--- config.mk ---
export PLATFORM = sky130hd
export DESIGN_NAME = pacomp_cordic_rot
export DESIGN_NICKNAME = d
export VERILOG_FILES = /design/src/rtl/assert_macros.svh /design/src/rtl/pacomp_pkg.sv /design/src/rtl/pacomp_cordic_rot.sv
export SDC_FILE = /design/constraint.sdc
export NUM_CORES = 2
export LEC_CHECK = 0
export BUFFER_PORTS_ARGS = -buffer_cell sky130_fd_sc_hd__buf_4
export CAP_MARGIN = 40
export CORE_AREA = 8 8 425 427
export CTS_BUF_LIST = sky130_fd_sc_hd__clkbuf_4
export CTS_CLUSTER_SIZE = 20
export DETAILED_ROUTE_END_ITERATION = 10
export DIE_AREA = 0 0 433 435
export PLACE_DENSITY = 0.84
export SLEW_MARGIN = 20
export SYNTH_ARGS = -nofsm -noshare
export SYNTH_HDL_FRONTEND = slang
export SYNTH_SLANG_ARGS = --single-unit
--- constraint.sdc ---
create_clock -name clk -period 13.4 [get_ports clk]
set_input_delay 4.02 -clock clk [delete_from_list [all_inputs] [get_ports clk]]
set_output_delay 4.02 -clock clk [all_outputs]
set_load 0.02 [all_outputs]
--- src/rtl/assert_macros.svh ---
// assertion macros used by the pointing angle compensation core
`ifndef ASSERT_MACROS_SVH
`define ASSERT_MACROS_SVH

// checked only while out of reset
`define PAC_ASSERT(lbl, prop, msg) \
  lbl: assert property (@(posedge clk) disable iff (!rst_n) (prop)) else $error(msg);

// checked on every edge, reset included
`define PAC_ASSERT_ALWAYS(lbl, prop, msg) \
  lbl: assert property (@(posedge clk) (prop)) else $error(msg);

`endif

--- src/rtl/pacomp_pkg.sv ---
// types, constants and the atan table of the pointing compensation datapath
package pacomp_pkg;

  localparam int unsigned VW = 34;
  localparam int unsigned ZW = 33;
  localparam int unsigned MAX_STAGES = 32;

  typedef logic signed [VW-1:0] vec_t;
  typedef logic signed [ZW-1:0] ang_t;
  typedef logic [31:0]          bang_t;

  // cordic gain compensation, q30
  localparam vec_t GAIN_Q30 = 34'sd652032874;

  function automatic ang_t atan_entry(input logic [4:0] idx);
    ang_t v;
    unique case (idx)
      5'd0:  v = 33'sh020000000;
      5'd1:  v = 33'sh012E4051D;
      5'd2:  v = 33'sh009FB385B;
      5'd3:  v = 33'sh0051111D4;
      5'd4:  v = 33'sh0028B0D43;
      5'd5:  v = 33'sh00145D7E1;
      5'd6:  v = 33'sh000A2F61E;
      5'd7:  v = 33'sh000517C55;
      5'd8:  v = 33'sh00028BE53;
      5'd9:  v = 33'sh000145F2E;
      5'd10: v = 33'sh0000A2F98;
      5'd11: v = 33'sh0000517CC;
      5'd12: v = 33'sh000028BE6;
      5'd13: v = 33'sh0000145F3;
      5'd14: v = 33'sh00000A2F9;
      5'd15: v = 33'sh00000517C;
      5'd16: v = 33'sh0000028BE;
      5'd17: v = 33'sh00000145F;
      5'd18: v = 33'sh000000A2F;
      5'd19: v = 33'sh000000517;
      5'd20: v = 33'sh00000028B;
      5'd21: v = 33'sh000000145;
      5'd22: v = 33'sh0000000A2;
      5'd23: v = 33'sh000000051;
      5'd24: v = 33'sh000000028;
      5'd25: v = 33'sh000000014;
      5'd26: v = 33'sh00000000A;
      5'd27: v = 33'sh000000005;
      5'd28: v = 33'sh000000002;
      5'd29: v = 33'sh000000001;
      5'd30: v = 33'sh000000000;
      5'd31: v = 33'sh000000000;
    endcase
    return v;
  endfunction

endpackage

--- src/rtl/pacomp_cordic_rot.sv ---
// pipelined rotation-mode cordic: binary angle in, q30 sine and cosine out
module pacomp_cordic_rot #(
  parameter int unsigned NS = 16
) (
  input  logic              clk,
  input  pacomp_pkg::bang_t bang,
  output pacomp_pkg::vec_t  sin_q,
  output pacomp_pkg::vec_t  cos_q
);
  import pacomp_pkg::*;

  vec_t  x_r   [0:NS];
  vec_t  y_r   [0:NS];
  ang_t  z_r   [0:NS];
  logic  neg_r [0:NS];
  vec_t  sin_r;
  vec_t  cos_r;
  logic  fold;
  bang_t a_fold;

  // second and third quadrant: rotate by half a turn, negate at the end
  assign fold   = bang[31] ^ bang[30];
  assign a_fold = {bang[31] ^ fold, bang[30:0]};

  always_ff @(posedge clk) begin
    x_r[0]   <= GAIN_Q30;
    y_r[0]   <= '0;
    z_r[0]   <= ang_t'(signed'(a_fold));
    neg_r[0] <= fold;
  end

  for (genvar i = 0; i < NS; i++) begin : g_stage
    always_ff @(posedge clk) begin
      if (!z_r[i][ZW-1]) begin
        x_r[i+1] <= x_r[i] - (y_r[i] >>> i);
        y_r[i+1] <= y_r[i] + (x_r[i] >>> i);
        z_r[i+1] <= z_r[i] - atan_entry(5'(i));
      end else begin
        x_r[i+1] <= x_r[i] + (y_r[i] >>> i);
        y_r[i+1] <= y_r[i] - (x_r[i] >>> i);
        z_r[i+1] <= z_r[i] + atan_entry(5'(i));
      end
      neg_r[i+1] <= neg_r[i];
    end
  end

  always_ff @(posedge clk) begin
    sin_r <= neg_r[NS] ? -y_r[NS] : y_r[NS];
    cos_r <= neg_r[NS] ? -x_r[NS] : x_r[NS];
  end

  assign sin_q = sin_r;
  assign cos_q = cos_r;

endmodule

==> flow_summary.json <==
{
  "place_area_sq_um": 116000,
  "synth.yosys.seq_area_share_pct": 28.0,
  "r2r-end": "x_r[6][32]",
  "fp.dieW_um": 433,
  "cts_resized": 0,
  "grt_pass1_vias": 95900,
  "yosysWarningCount": 0,
  "totalNegativeSetupSlack_ps": 0,
  "finish.instance_area_sq_um": 121000,
  "maxSlewViolCount": 0,
  "track_usage_pct": 30.6,
  "wirelength_mm": 304,
  "grt_pass1_wl_mm": 486,
  "async_reset_ff_share_pct": 0,
  "synth_flop_cell": "dfxtp_1",
  "synth_top_family_by_area": "compound AO/OA/AOI/OAI gates",
  "synth-xor-area-share_pct": 14.5,
  "vias": 99900,
  "status": "finished clean",
  "ant_nets": 0,
  "ioPinCount": 101,
  "ff2ff_path_depth": 16,
  "crit_start": "cos_q[7]",
  "drc": 0,
  "coreArea_sq_um": 173000,
  "dp_hpwl_mm": 240,
  "cp_num_cells": 1,
  "fin_crit_sh_pct": 44.2,
  "fin_crit_ps": 5920,
  "dp_slack_ps": 8280,
  "cts_tree": "done",
  "io_buffers": 100,
  "clk_path_buf_depth": 4,
  "synth_edf_count": 0,
  "cts.sink_count": 1574,
  "crit_family": "flip-flops",
  "post-place-cells": 15500,
  "syn_nets": 14700,
  "syn-cell-area_sq_um": 112000,
  "worstSkewPairLatency_ps": 1410,
  "wl_per_cell_um": 18.8,
  "viasPerCell": 6.17,
  "hp-class": "reg2reg",
  "reg2reg_from": "y_r[5][6]",
  "clock-root-buffer": "clkbuf_4",
  "globalRoute.totalOverflow": 0,
  "startpoint_type": "flop",
  "clock.fmax_ghz": 0.169,
  "drt_iter0_markers": 7820,
  "dieArea_sq_um": 188000,
  "cp-endpoint": "cos_q[7]",
  "fp.dieH_um": 435,
  "cts.htree.levels": 5,
  "reg2reg_slack_ps": 8180,
  "nNetsFinal": 15000,
  "cts_setup_buffers": 0,
  "synthSimpleGateAreaFrac_pct": 14.8,
  "cts_buffers": 413,
  "synthToLayoutAreaGrowth_pct": 7.49,
  "required_ps": 9380,
  "cts-hold-fix-buffers": 0,
  "gp_congestion": 0.995,
  "synthAdderAreaFrac_pct": 16.1,
  "rsz0062_at_grt": "no",
  "finalNonFillerCells": 16200,
  "synth_cell_types": 102,
  "rows": 153,
  "slowest_stage": "dfxtp_1",
  "synthesis.instances": 13200,
  "nFillCells": 13800,
  "slew_headroom_pct": 33.9,
  "max_stage_delay_ps": 310,
  "crit_fanout": 1,
  "synth_compound_area_share_pct": 22.5,
  "drv_cap": 0,
  "layout_setup_ws_ps": 7480,
  "setup_viol": 0,
  "layout-drive-gt1-share_pct": 6.83,
  "worstPathCellList": "buf_4",
  "fin_skew_ps": 111,
  "synthMuxAreaShare_pct": 1.12,
  "start_util_pct": 64.9,
  "clk_pin_slew_ps": 70,
  "crit_arrival_ps": 1900,
  "syn_avg_cell_area_sq_um": 8.52,
  "firstDrtPassIters": 6,
  "cp-end-kind": "output pin",
  "synth-seq-cells": 1574,
  "antenna_found_initial": 8,
  "worst-setup-path-type": "reg2out",
  "worst_slew_pin_slew_ps": 986,
  "grt_max_degree": 75,
  "critical_path_buf_inv_count": 1,
  "hold_viol_final": 0
}
==> cells in the final DEF, fill, tap and decap left out, drive strengths merged, types with 59 or more instances in the layout <==
master,count
xnor2,1247
nand2b,188
ha,1380
xor2,617
a211oi,115
and2,75
mux2i,77
nor3,358
buf,146
or3,90
and3,115
o21ai,644
o21bai,169
a21boi,59
clkinv,142
a21oi,1418
inv,639
clkbuf,560
nand2,625
a31oi,157
o31ai,81
nand4,99
nand3,211
o21a,170
nor4,97
dfxtp,1574
o211ai,69
nor2b,199
a21o,666
nor2,1074
==> metal layers <==
metal  part of all wire (%)  track usage, %  vias to the layer above
met1                     43            39.9                    46700
met2                     45            50.3                     3724
met4                    4.1            12.5                        2
met3                    7.5            5.36                      857
met5                 0.0026               0                        -
li1                       -               -                    48600
==> sequential cells by signal, summed over array words and instances, names as in the netlist <==
| signal | flops |
|---|---|
| neg_r | 17 |
| cos_q | 34 |
| sin_q | 34 |
| z_r | 494 |
| y_r | 511 |
| x_r | 484 |
==> stage by stage <==
| stage | util [%] | hold slack, ps |
|---|---|---|
| 4_1_cts | 69.7 | 323 |
| 5_1_grt | 69.8 | 322 |
| 2_1_floorplan | - | 310 |
| 3_3_place_gp | 66.7 | 310 |
| 6_report | 69.8 | 319 |
| 3_5_place_dp | 66.8 | 312 |
==> cell type report <==
type                    instances  area, sq um  area share, %
diodes                         15         37.5         0.0311
repair buffers                157         1180          0.974
multi-input cells           10800        77700           64.3
well taps                    2325         2910           2.41
inverters                     639         2400           1.98
clock inverters               155          938          0.776
clock buffers                 550         4130           3.42
flip-flops and latches       1574        31500           26.1
==> worst min-delay path by stage <==
stage                 start  cells after the start            to
2_1_floorplan   neg_r[0][9]                      0  neg_r[0][10]
3_3_place_gp   neg_r[0][15]                      0  neg_r[0][16]
3_5_place_dp    neg_r[0][4]                      0   neg_r[0][5]
4_1_cts          z_r[11][1]                      0    z_r[12][1]
5_1_grt         neg_r[0][3]                      0   neg_r[0][4]
6_report          z_r[0][5]                      0     z_r[1][5]
==> Yosys cell counts (157+ instances only) <==
library cell / count / area, sq um
xnor2_1: 1247 / 10900
nand3_1: 210 / 1050
nor2b_1: 199 / 1240
o21a_1: 170 / 1280
nor2_1: 1073 / 4030
o21ai_0: 621 / 3110
clkbuf_1: 169 / 634
dfxtp_1: 1574 / 31500
nand2_1: 625 / 2350
nor3_1: 355 / 1780
o21bai_1: 169 / 1270
ha_1: 1380 / 17300
a21oi_1: 1418 / 7100
a21o_1: 666 / 5000
nand2b_1: 187 / 1170
inv_1: 635 / 2380
xor2_1: 617 / 5400
a31oi_1: 157 / 982
==> cell families (layout without fill, tap and decap cells) <==
kind of cell               count (synthesis)  count (layout)
and+or+nand+nor                         3379            3379
buffers and inverters                    846            1501
muxes                                    120             120
AOI/OAI and AO/OA                       3994            3994
xor gates and xnor gates                1865            1865
adders and majority gates               1424            1424
other                                      0              15
DFF                                     1574            1574
Power is not shown: default switching activity piles up to over one toggle a cycle in this logic, so the estimate is an artifact.
